<file path="config.mk">
export PLATFORM = sky130hd
export DESIGN_NAME = group_box_collision_scan
export DESIGN_NICKNAME = d
export VERILOG_FILES = /design/src/design/gbcs_pkg.sv /design/src/design/gbcs_cell.sv /design/src/design/gbcs_overlap.sv /design/src/design/group_box_collision_scan.sv
export SDC_FILE = /design/constraint.sdc
export NUM_CORES = 2
export LEC_CHECK = 0
export BUFFER_PORTS_ARGS = -buffer_cell sky130_fd_sc_hd__buf_2
export CAP_MARGIN = 30
export CORE_MARGIN = 4
export CORE_UTILIZATION = 50
export DETAILED_ROUTE_END_ITERATION = 10
export MAX_ROUTING_LAYER = met4
export PLACE_DENSITY = 0.68
export RECOVER_POWER = 25
export SLEW_MARGIN = 20
export SYNTH_ARGS = -nofsm -noshare
export SYNTH_HDL_FRONTEND = slang
export SYNTH_HIERARCHICAL = 1
export SYNTH_SLANG_ARGS = --single-unit
export TNS_END_PERCENT = 20
</file>
<file path="constraint.sdc">
create_clock -name clock -period 10 [get_ports clock]
set_input_delay 1.5 -clock clock [delete_from_list [all_inputs] [get_ports clock]]
set_output_delay 1.5 -clock clock [all_outputs]
set_load 0.02 [all_outputs]
</file>
<file path="src/design/gbcs_pkg.sv">
// Shared types and constants for the group box collision scan block.
`default_nettype none
package gbcs_pkg;

   localparam int SLOT_BITS  = 5;
   localparam int GROUP_BITS = 5;
   localparam int SIZE_BITS  = 16;

   typedef enum logic [1:0] {
      KIND_WRITE       = 2'd0,
      KIND_CLEAR       = 2'd1,
      KIND_GROUP_CLEAR = 2'd2,
      KIND_SCAN        = 2'd3
   } kind_type;

   // Per-cell control from the sequencer
   typedef struct packed {
      logic                  shift;
      logic                  write;
      logic                  clear;
      logic                  group_clear;
      logic [GROUP_BITS-1:0] clear_group;
   } cell_ctrl_type;

endpackage
`default_nettype wire

</file>
<file path="src/design/gbcs_cell.sv">
// One slot cell of the rotating slot ring: valid mark, group tag and box.
`default_nettype none
module gbcs_cell #(
   parameter int COORD_BITS = 16
) (
   input  wire logic                                    clock,
   input  wire logic                                    reset,
   input  wire gbcs_pkg::cell_ctrl_type                 ctrl,
   // broadcast write data
   input  wire logic [gbcs_pkg::GROUP_BITS-1:0]         wr_group,
   input  wire logic signed [COORD_BITS-1:0]            wr_left,
   input  wire logic signed [COORD_BITS-1:0]            wr_top,
   input  wire logic [gbcs_pkg::SIZE_BITS-1:0]          wr_width,
   input  wire logic [gbcs_pkg::SIZE_BITS-1:0]          wr_height,
   // neighbor cell contents
   input  wire logic                                    nb_valid,
   input  wire logic [gbcs_pkg::GROUP_BITS-1:0]         nb_group,
   input  wire logic signed [COORD_BITS-1:0]            nb_left,
   input  wire logic signed [COORD_BITS-1:0]            nb_top,
   input  wire logic [gbcs_pkg::SIZE_BITS-1:0]          nb_width,
   input  wire logic [gbcs_pkg::SIZE_BITS-1:0]          nb_height,
   // own contents
   output logic                                         cell_valid,
   output logic [gbcs_pkg::GROUP_BITS-1:0]              cell_group,
   output logic signed [COORD_BITS-1:0]                 cell_left,
   output logic signed [COORD_BITS-1:0]                 cell_top,
   output logic [gbcs_pkg::SIZE_BITS-1:0]               cell_width,
   output logic [gbcs_pkg::SIZE_BITS-1:0]               cell_height
);
   import gbcs_pkg::*;

   logic                         valid_ff, valid_in;
   logic [GROUP_BITS-1:0]        group_ff, group_in;
   logic signed [COORD_BITS-1:0] left_ff, left_in;
   logic signed [COORD_BITS-1:0] top_ff, top_in;
   logic [SIZE_BITS-1:0]         width_ff, width_in;
   logic [SIZE_BITS-1:0]         height_ff, height_in;

   // Next contents: rotate, write, clear or group clear
   always_comb begin
      valid_in  = valid_ff;
      group_in  = group_ff;
      left_in   = left_ff;
      top_in    = top_ff;
      width_in  = width_ff;
      height_in = height_ff;
      if (ctrl.shift) begin
         valid_in  = nb_valid;
         group_in  = nb_group;
         left_in   = nb_left;
         top_in    = nb_top;
         width_in  = nb_width;
         height_in = nb_height;
      end else if (ctrl.write) begin
         valid_in  = 1'b1;
         group_in  = wr_group;
         left_in   = wr_left;
         top_in    = wr_top;
         width_in  = wr_width;
         height_in = wr_height;
      end else if (ctrl.clear) begin
         valid_in = 1'b0;
      end else if (ctrl.group_clear && valid_ff && (group_ff == ctrl.clear_group)) begin
         valid_in = 1'b0;
      end
   end

   always_ff @(posedge clock) begin
      if (reset) begin
         valid_ff <= 1'b0;
      end else begin
         valid_ff <= valid_in;
      end
   end

   always_ff @(posedge clock) begin
      group_ff  <= group_in;
      left_ff   <= left_in;
      top_ff    <= top_in;
      width_ff  <= width_in;
      height_ff <= height_in;
   end

   assign cell_valid  = valid_ff;
   assign cell_group  = group_ff;
   assign cell_left   = left_ff;
   assign cell_top    = top_ff;
   assign cell_width  = width_ff;
   assign cell_height = height_ff;

endmodule
`default_nettype wire

</file>
<file path="src/design/gbcs_overlap.sv">
// Box overlap comparator between the probe box and the box at the ring head.
`default_nettype none
module gbcs_overlap #(
   parameter int COORD_BITS = 16
) (
   input  wire logic signed [COORD_BITS-1:0]           a_left,
   input  wire logic signed [COORD_BITS-1:0]           a_top,
   input  wire logic [gbcs_pkg::SIZE_BITS-1:0]         a_width,
   input  wire logic [gbcs_pkg::SIZE_BITS-1:0]         a_height,
   input  wire logic signed [COORD_BITS-1:0]           b_left,
   input  wire logic signed [COORD_BITS-1:0]           b_top,
   input  wire logic [gbcs_pkg::SIZE_BITS-1:0]         b_width,
   input  wire logic [gbcs_pkg::SIZE_BITS-1:0]         b_height,
   output logic                                        overlap
);
   import gbcs_pkg::*;

   // wide enough that differences and sizes never wrap
   localparam int EW = ((COORD_BITS > SIZE_BITS) ? COORD_BITS : SIZE_BITS) + 2;

   logic signed [EW-1:0] dx_ab, dx_ba, dy_ab, dy_ba;
   logic [EW-1:0]        aw_ext, ah_ext, bw_ext, bh_ext;
   logic                 a_in_bx, b_in_ax, a_in_by, b_in_ay;

   // start a lies in [b, b + size_b) when 0 <= a - b < size_b
   always_comb begin
      dx_ab  = EW'(a_left) - EW'(b_left);
      dx_ba  = EW'(b_left) - EW'(a_left);
      dy_ab  = EW'(a_top) - EW'(b_top);
      dy_ba  = EW'(b_top) - EW'(a_top);
      aw_ext = EW'(a_width);
      ah_ext = EW'(a_height);
      bw_ext = EW'(b_width);
      bh_ext = EW'(b_height);

      a_in_bx = !dx_ab[EW-1] && ($unsigned(dx_ab) < bw_ext);
      b_in_ax = !dx_ba[EW-1] && ($unsigned(dx_ba) < aw_ext);
      a_in_by = !dy_ab[EW-1] && ($unsigned(dy_ab) < bh_ext);
      b_in_ay = !dy_ba[EW-1] && ($unsigned(dy_ba) < ah_ext);

      overlap = (a_in_bx || b_in_ax) && (a_in_by || b_in_ay);
   end

endmodule
`default_nettype wire

</file>
<file path="src/design/group_box_collision_scan.sv">
// Top level: slot ring of cells, scan sequencer and result register.
// Write, clear and group clear are each done on acceptance; group clear compares all cells at once.
// A scan of a valid slot is accepted, then rotates the ring once past one overlap
// comparator, then sends the final result; the ring holds while an earlier hit cannot be
// handed on, and the final result waits while the result channel stalls.
// A scan of an invalid or out-of-range slot goes straight to the flush state and sends one no-hit result.
// Synchronous reset clears every slot's valid mark; box contents are kept.
`default_nettype none
module group_box_collision_scan #(
   parameter int SLOTS      = 32,
   parameter int COORD_BITS = 16
) (
   input  wire logic                                    clock,
   input  wire logic                                    reset,
   // request channel
   input  wire logic                                    req_valid,
   output logic                                         req_ready,
   input  wire logic [1:0]                              req_kind,
   input  wire logic [gbcs_pkg::SLOT_BITS-1:0]          req_slot,
   input  wire logic [gbcs_pkg::GROUP_BITS-1:0]         req_group_tag,
   input  wire logic signed [COORD_BITS-1:0]            req_pos_x,
   input  wire logic signed [COORD_BITS-1:0]            req_pos_y,
   input  wire logic [gbcs_pkg::SIZE_BITS-1:0]          req_box_w,
   input  wire logic [gbcs_pkg::SIZE_BITS-1:0]          req_box_h,
   // response channel
   output logic                                         rsp_valid,
   input  wire logic                                    rsp_ready,
   output logic                                         rsp_hit,
   output logic [gbcs_pkg::SLOT_BITS-1:0]               rsp_first_slot,
   output logic [gbcs_pkg::SLOT_BITS-1:0]               rsp_other_slot,
   output logic                                         rsp_last
);
   import gbcs_pkg::*;

   localparam int IW = $clog2(SLOTS);
   localparam int CW = ((IW > SLOT_BITS) ? IW : SLOT_BITS) + 1;

   typedef enum logic [1:0] {
      ST_IDLE,
      ST_SCAN,
      ST_FLUSH
   } state_type;

   // cell ring
   cell_ctrl_type                cell_ctrl   [SLOTS];
   logic                         cell_valid  [SLOTS];
   logic [GROUP_BITS-1:0]        cell_group  [SLOTS];
   logic signed [COORD_BITS-1:0] cell_left   [SLOTS];
   logic signed [COORD_BITS-1:0] cell_top    [SLOTS];
   logic [SIZE_BITS-1:0]         cell_width  [SLOTS];
   logic [SIZE_BITS-1:0]         cell_height [SLOTS];

   // sequencer state
   state_type                    state_ff, state_in;
   logic [IW-1:0]                cnt_ff, cnt_in;
   logic [SLOT_BITS-1:0]         scan_slot_ff, scan_slot_in;
   logic [GROUP_BITS-1:0]        probe_group_ff, probe_group_in;
   logic signed [COORD_BITS-1:0] probe_left_ff, probe_left_in;
   logic signed [COORD_BITS-1:0] probe_top_ff, probe_top_in;
   logic [SIZE_BITS-1:0]         probe_width_ff, probe_width_in;
   logic [SIZE_BITS-1:0]         probe_height_ff, probe_height_in;
   logic                         pend_ff, pend_in;
   logic [SLOT_BITS-1:0]         pend_slot_ff, pend_slot_in;

   // result register
   logic                         rsp_valid_ff, rsp_valid_in;
   logic                         rsp_hit_ff, rsp_hit_in;
   logic [SLOT_BITS-1:0]         rsp_first_ff, rsp_first_in;
   logic [SLOT_BITS-1:0]         rsp_other_ff, rsp_other_in;
   logic                         rsp_last_ff, rsp_last_in;

   // decode and compare signals
   logic                         accept;
   logic [CW-1:0]                slot_ext;
   logic [CW-1:0]                cnt_ext;
   logic                         slot_ok;
   logic [IW-1:0]                sel_idx;
   logic                         wr_en, clr_en, grp_en, shift_en;
   logic                         head_overlap;
   logic                         match;
   logic                         out_free;

   // Slot ring; each cell takes the contents of the next one on a rotate
   for (genvar gi = 0; gi < SLOTS; gi++) begin : g_cell
      localparam int NEXT = (gi + 1) % SLOTS;
      gbcs_cell #(
         .COORD_BITS (COORD_BITS)
      ) u_cell (
         .clock       (clock),
         .reset       (reset),
         .ctrl        (cell_ctrl[gi]),
         .wr_group    (req_group_tag),
         .wr_left     (req_pos_x),
         .wr_top      (req_pos_y),
         .wr_width    (req_box_w),
         .wr_height   (req_box_h),
         .nb_valid    (cell_valid[NEXT]),
         .nb_group    (cell_group[NEXT]),
         .nb_left     (cell_left[NEXT]),
         .nb_top      (cell_top[NEXT]),
         .nb_width    (cell_width[NEXT]),
         .nb_height   (cell_height[NEXT]),
         .cell_valid  (cell_valid[gi]),
         .cell_group  (cell_group[gi]),
         .cell_left   (cell_left[gi]),
         .cell_top    (cell_top[gi]),
         .cell_width  (cell_width[gi]),
         .cell_height (cell_height[gi])
      );
   end

   // Comparator at the ring head (cell 0 holds slot cnt_ff during a scan)
   gbcs_overlap #(
      .COORD_BITS (COORD_BITS)
   ) u_overlap (
      .a_left   (probe_left_ff),
      .a_top    (probe_top_ff),
      .a_width  (probe_width_ff),
      .a_height (probe_height_ff),
      .b_left   (cell_left[0]),
      .b_top    (cell_top[0]),
      .b_width  (cell_width[0]),
      .b_height (cell_height[0]),
      .overlap  (head_overlap)
   );

   // Request decode
   assign req_ready = (state_ff == ST_IDLE);
   assign accept    = req_valid && req_ready;
   assign slot_ext  = CW'(req_slot);
   assign slot_ok   = (slot_ext < CW'(SLOTS));
   assign sel_idx   = slot_ext[IW-1:0];
   assign cnt_ext   = CW'(cnt_ff);
   assign out_free  = !rsp_valid_ff || rsp_ready;

   assign match = (cnt_ext > CW'(scan_slot_ff)) && cell_valid[0] &&
                  (cell_group[0] != probe_group_ff) && head_overlap;

   // Sequencer next state and result register load
   always_comb begin
      state_in        = state_ff;
      cnt_in          = cnt_ff;
      scan_slot_in    = scan_slot_ff;
      probe_group_in  = probe_group_ff;
      probe_left_in   = probe_left_ff;
      probe_top_in    = probe_top_ff;
      probe_width_in  = probe_width_ff;
      probe_height_in = probe_height_ff;
      pend_in         = pend_ff;
      pend_slot_in    = pend_slot_ff;
      rsp_valid_in    = rsp_valid_ff && !rsp_ready;
      rsp_hit_in      = rsp_hit_ff;
      rsp_first_in    = rsp_first_ff;
      rsp_other_in    = rsp_other_ff;
      rsp_last_in     = rsp_last_ff;
      wr_en           = 1'b0;
      clr_en          = 1'b0;
      grp_en          = 1'b0;
      shift_en        = 1'b0;

      case (state_ff)
         ST_IDLE: begin
            if (accept) begin
               case (kind_type'(req_kind))
                  KIND_WRITE:       wr_en  = slot_ok;
                  KIND_CLEAR:       clr_en = slot_ok;
                  KIND_GROUP_CLEAR: grp_en = slot_ok && cell_valid[sel_idx];
                  KIND_SCAN: begin
                     scan_slot_in = req_slot;
                     pend_in      = 1'b0;
                     cnt_in       = '0;
                     if (slot_ok && cell_valid[sel_idx]) begin
                        probe_group_in  = cell_group[sel_idx];
                        probe_left_in   = cell_left[sel_idx];
                        probe_top_in    = cell_top[sel_idx];
                        probe_width_in  = cell_width[sel_idx];
                        probe_height_in = cell_height[sel_idx];
                        state_in        = ST_SCAN;
                     end else begin
                        state_in = ST_FLUSH;
                     end
                  end
                  default: ;
               endcase
            end
         end
         ST_SCAN: begin
            // hold the ring while an earlier hit cannot be handed on
            if (!(match && pend_ff && !out_free)) begin
               shift_en = 1'b1;
               if (match) begin
                  if (pend_ff) begin
                     rsp_valid_in = 1'b1;
                     rsp_hit_in   = 1'b1;
                     rsp_first_in = scan_slot_ff;
                     rsp_other_in = pend_slot_ff;
                     rsp_last_in  = 1'b0;
                  end
                  pend_in      = 1'b1;
                  pend_slot_in = cnt_ext[SLOT_BITS-1:0];
               end
               cnt_in = cnt_ff + 1'b1;
               if (cnt_ext == CW'(SLOTS - 1)) begin
                  state_in = ST_FLUSH;
               end
            end
         end
         ST_FLUSH: begin
            // final result: the held hit, or a no-hit
            if (out_free) begin
               rsp_valid_in = 1'b1;
               rsp_hit_in   = pend_ff;
               rsp_first_in = scan_slot_ff;
               rsp_other_in = pend_ff ? pend_slot_ff : '0;
               rsp_last_in  = 1'b1;
               state_in     = ST_IDLE;
            end
         end
         default: state_in = ST_IDLE;
      endcase
   end

   // Per-cell control
   always_comb begin
      for (int i = 0; i < SLOTS; i++) begin
         cell_ctrl[i].shift       = shift_en;
         cell_ctrl[i].write       = wr_en && (sel_idx == IW'(i));
         cell_ctrl[i].clear       = clr_en && (sel_idx == IW'(i));
         cell_ctrl[i].group_clear = grp_en;
         cell_ctrl[i].clear_group = cell_group[sel_idx];
      end
   end

   // State and registered outputs
   always_ff @(posedge clock) begin
      if (reset) begin
         state_ff     <= ST_IDLE;
         pend_ff      <= 1'b0;
         rsp_valid_ff <= 1'b0;
      end else begin
         state_ff     <= state_in;
         pend_ff      <= pend_in;
         rsp_valid_ff <= rsp_valid_in;
      end
      cnt_ff          <= cnt_in;
      scan_slot_ff    <= scan_slot_in;
      probe_group_ff  <= probe_group_in;
      probe_left_ff   <= probe_left_in;
      probe_top_ff    <= probe_top_in;
      probe_width_ff  <= probe_width_in;
      probe_height_ff <= probe_height_in;
      pend_slot_ff    <= pend_slot_in;
      rsp_hit_ff      <= rsp_hit_in;
      rsp_first_ff    <= rsp_first_in;
      rsp_other_ff    <= rsp_other_in;
      rsp_last_ff     <= rsp_last_in;
   end

   assign rsp_valid      = rsp_valid_ff;
   assign rsp_hit        = rsp_hit_ff;
   assign rsp_first_slot = rsp_first_ff;
   assign rsp_other_slot = rsp_other_ff;
   assign rsp_last       = rsp_last_ff;

endmodule
`default_nettype wire
</file>
==> impl_results.md <==
* Status: finished, violations left
* Violations in the final reports: max-capacitance violations, max-slew violations
* Arrival @ worst endpoint at approximately 9.4 ns
* Final hold violation count at 0
* Setup TNS at 0 ns
* Final min period at between 8 and 9 ns
* Worst-Margin Slew at between 5 and 6 ns
* Worst setup path start: req_slot[2]
* Count of final setup violators at 0
* Nets at 7355
* Initial detailed-routing violation count at 6687
* CP Data Required Time at ~10 ns
* Placed Cells incl. Taps at around 10000
* I/O pins at 94
* First-pass GRT wire length at about 470000 µm
* Post-synth top area share at a little under three fifths
* Reg2reg start: g_cell[0].u_cell/cell_left[0]$_DFFE_PP_
* Final std cells w/o fill at roughly 11000
* Synthesized Nets at about 7300
* Residual DRC at 0
* Tcrit/Tclk final at 89.5%
* Worst Hold Class: flip-flop to flip-flop
* Number of synthesized register bits at between 2000 and 2500
* Yosys warnings at 6
* Slew Viols, Final at 410
* Port Buffers at 93
* Most common flop cell mapped by yosys: edfxtp_1
* CTS HTree Levels at 5
* CTS tree: built
* Synth area leader: edfxtp_1
* Dpl hpwl at 194000 µm
* Width of the die at approximately 500 µm
* Setup CP Type: input pin to flip-flop
* CP endpoint kind: flip-flop
* Clk buf depth at 4
* Syn_area_per_cell at 17.2 µm²
* Worst rel slew slack at -260%
* Hold-fix buffers, CTS at 0
* VDD IR max at between 0.1 and 0.15 mV
* Most common cell after layout, fill and taps aside: edfxtp_1
* CP max FO at 100
* Depth of the worst register-to-register path at 24
* Worst skew pair latency at about 0.94 ns
* Cell count after synthesis at slightly above 7000
* Initial Utilization at between 50 and 60%
* Vias/cell at around 6.4
* FFs w/ async S/R, synth at 0%
* Via count at 67000
* Initial antenna violation count at 27
* Grt ovf at 0
* Yosys cell types at 67
* Setup crit start kind: input pin
* CP endpoint: g_cell[28].u_cell/cell_width[12]$_DFFE_PP_
* Die H at about 500 µm
* Row count at 181
* Clock sink count at 2340
* Die ar. at around 250000 µm²
* EDFF count, synth at between 2000 and 2500
* Commonest non-fill, non-tap cells in the layout: edfxtp_1, mux2_2, mux4_2, clkbuf_16, nand2_1
* RSZ-0062 raised after global routing: false
* Flop2flop setup slack at ~1.3 ns
* Post-CTS Resized at 0
* Postcts setup bufs at 0
* Root Buffer: clkbuf_16
* Tot GR Track Use at approximately a quarter
* Ranking of synthesized cells by area: edfxtp_1, mux2_2, mux4_2
* Max_cap viols at 13
* First-pass DRT Iterations at 6
* Filler cells at 18900
* Pwr dens at 169 nW/µm²
* Layout cell share with drive strength beyond 1 at 47.5%
* Number of global-route vias before repair at 68800
* Capturing point of the worst reg2reg path: g_cell[16].u_cell/cell_width[12]$_DFFE_PP_
* Leak Pwr at between 0.04 and 0.05 µW
* Fmax at ~110 MHz
* Register area share after synthesis at between 50% and 60%
* Cts bufs inserted at between 200 and 300
* Syn Std Cell Area at about 120000 µm²
* WL per Instance at between 30 and 40 µm
* Area Growth Syn to Fin at 9.93%
* ANT nets after route at 0
* Clock skew at about 0.099 ns
* Largest net degree at the start of global routing at around 210
* GPL Wtd Cong at ~0.86
* Placeable Area at approximately 240000 µm²
* WL final at 322000 µm
* Worst-path clk slew at 0.06 ns
==> layer usage <==
| layer | GRT usage [%] | routed length (µm) | up-vias |
|---|---|---|---|
| met5 | - | 0 | - |
| met3 | 3.96 | 20700 | 505 |
| met4 | 6.98 | 8820 | 0 |
| met1 | 35.0 | 135000 | 35500 |
| met2 | 41.6 | 157000 | 2121 |
| li1 | - | - | 28800 |
==> synth_stat cells, types with 9 or more instances <==
master / number
edfxtp_1: 2304
a21oi_1: 55
o21ai_0: 38
or2_1: 32
buf_2: 109
buf_4: 28
a21o_1: 43
a221oi_1: 35
nor4_1: 34
nor2_1: 100
nor3_1: 14
mux4_2: 690
inv_1: 150
nand2_1: 255
nand4_1: 9
nor2b_1: 13
or3b_1: 32
nand3_1: 25
dfxtp_1: 36
mux2i_1: 49
clkbuf_1: 250
ha_1: 134
and3_1: 40
buf_6: 43
mux2_2: 2208
xnor2_1: 73
a211oi_1: 14
o21bai_1: 11
and2_1: 13
buf_1: 30
xor2_1: 149
==> kinds of logic after synthesis <==
logic type	count (synthesis)	synth area share, %
XOR/XNOR	222	1.59
adder cells (fa/ha/maj)	138	1.44
flip-flops	2340	57.3
multiplexers	2947	33.5
AND/OR/NAND/NOR	590	2.35
buffers and inverters	612	2.35
AO/OA/AOI/OAI	252	1.44
==> stage by stage <==
| stage | cell area (µm²) | total power [µW] | hold WS, ns | worst slack [ns] | util, % |
|---|---|---|---|---|---|
| final | 134000 | 22700 | 0.456 | 1.05 | 55.2 |
| after global routing | 134000 | 23500 | 0.473 | 1.04 | 55.2 |
| after CTS | 134000 | 22900 | 0.461 | 2.53 | 55.2 |
| after detailed placement | 126000 | 13400 | 0.448 | 2.58 | 51.8 |
| after global placement | 125000 | 13400 | 0.444 | 2.17 | 51.6 |
| after floorplan | 122000 | 12800 | 0.426 | 0.732 | - |
==> worst min path at each step <==
stage                                         start                           to  cells past startpoint
final                     scan_slot_ff[3]$_DFFE_PP_  rsp_first_slot[3]$_DFFE_PP_                      0
after global routing      scan_slot_ff[2]$_DFFE_PP_  rsp_first_slot[2]$_DFFE_PP_                      0
after CTS                 scan_slot_ff[3]$_DFFE_PP_  rsp_first_slot[3]$_DFFE_PP_                      0
after detailed placement  scan_slot_ff[3]$_DFFE_PP_  rsp_first_slot[3]$_DFFE_PP_                      0
after global placement    scan_slot_ff[2]$_DFFE_PP_  rsp_first_slot[2]$_DFFE_PP_                      0
after floorplan           scan_slot_ff[1]$_DFFE_PP_  rsp_first_slot[1]$_DFFE_PP_                      0
==> power breakdown <==
group,leakage (µW),internal [µW],switching [µW]
clock,0.00402,5510,3930
combinational,0.0183,1000,1130
sequential,0.0211,11000,94.9
total,0.0434,17600,5150
==> registers in the layout, indices dropped and copies added, names as in the netlist <==
| signal | count |
|---|---|
| g_cell.u_cell/cell_valid | 32 |
| g_cell.u_cell/cell_left | 512 |
| rsp_hit | 1 |
| g_cell.u_cell/cell_top | 512 |
| state_ff | 2 |
| cnt_ff | 5 |
| pend_ff | 1 |
| probe_left_ff | 16 |
| probe_width_ff | 16 |
| rsp_last | 1 |
| g_cell.u_cell/cell_group | 160 |
| g_cell.u_cell/cell_width | 512 |
| rsp_valid | 1 |
| rsp_first_slot | 5 |
| probe_group_ff | 5 |
| scan_slot_ff | 5 |
| probe_height_ff | 16 |
| pend_slot_ff | 5 |
| g_cell.u_cell/cell_height | 512 |
| probe_top_ff | 16 |
| rsp_other_slot | 5 |
==> worst max-delay path, cell delays in order <==
cell,delay (ns)
clkbuf_1,3.70
buf_12,0.54
nand3_1,0.40
nor2_1,0.23
or2_0,2.02
buf_4,0.84
==> final cells by class <==
class	instances	area [µm²]	area share [%]
multi-input combinational	4149	49300	36.8
antenna	23	57.6	0.0429
timing repair buffer	219	2000	1.49
clock inverter	106	857	0.639
inverter	152	581	0.433
sequential	2340	69900	52.1
tap	3202	4010	2.99
clock buffer	354	7380	5.50
No activity file was read; power rests on OpenSTA's default activity.
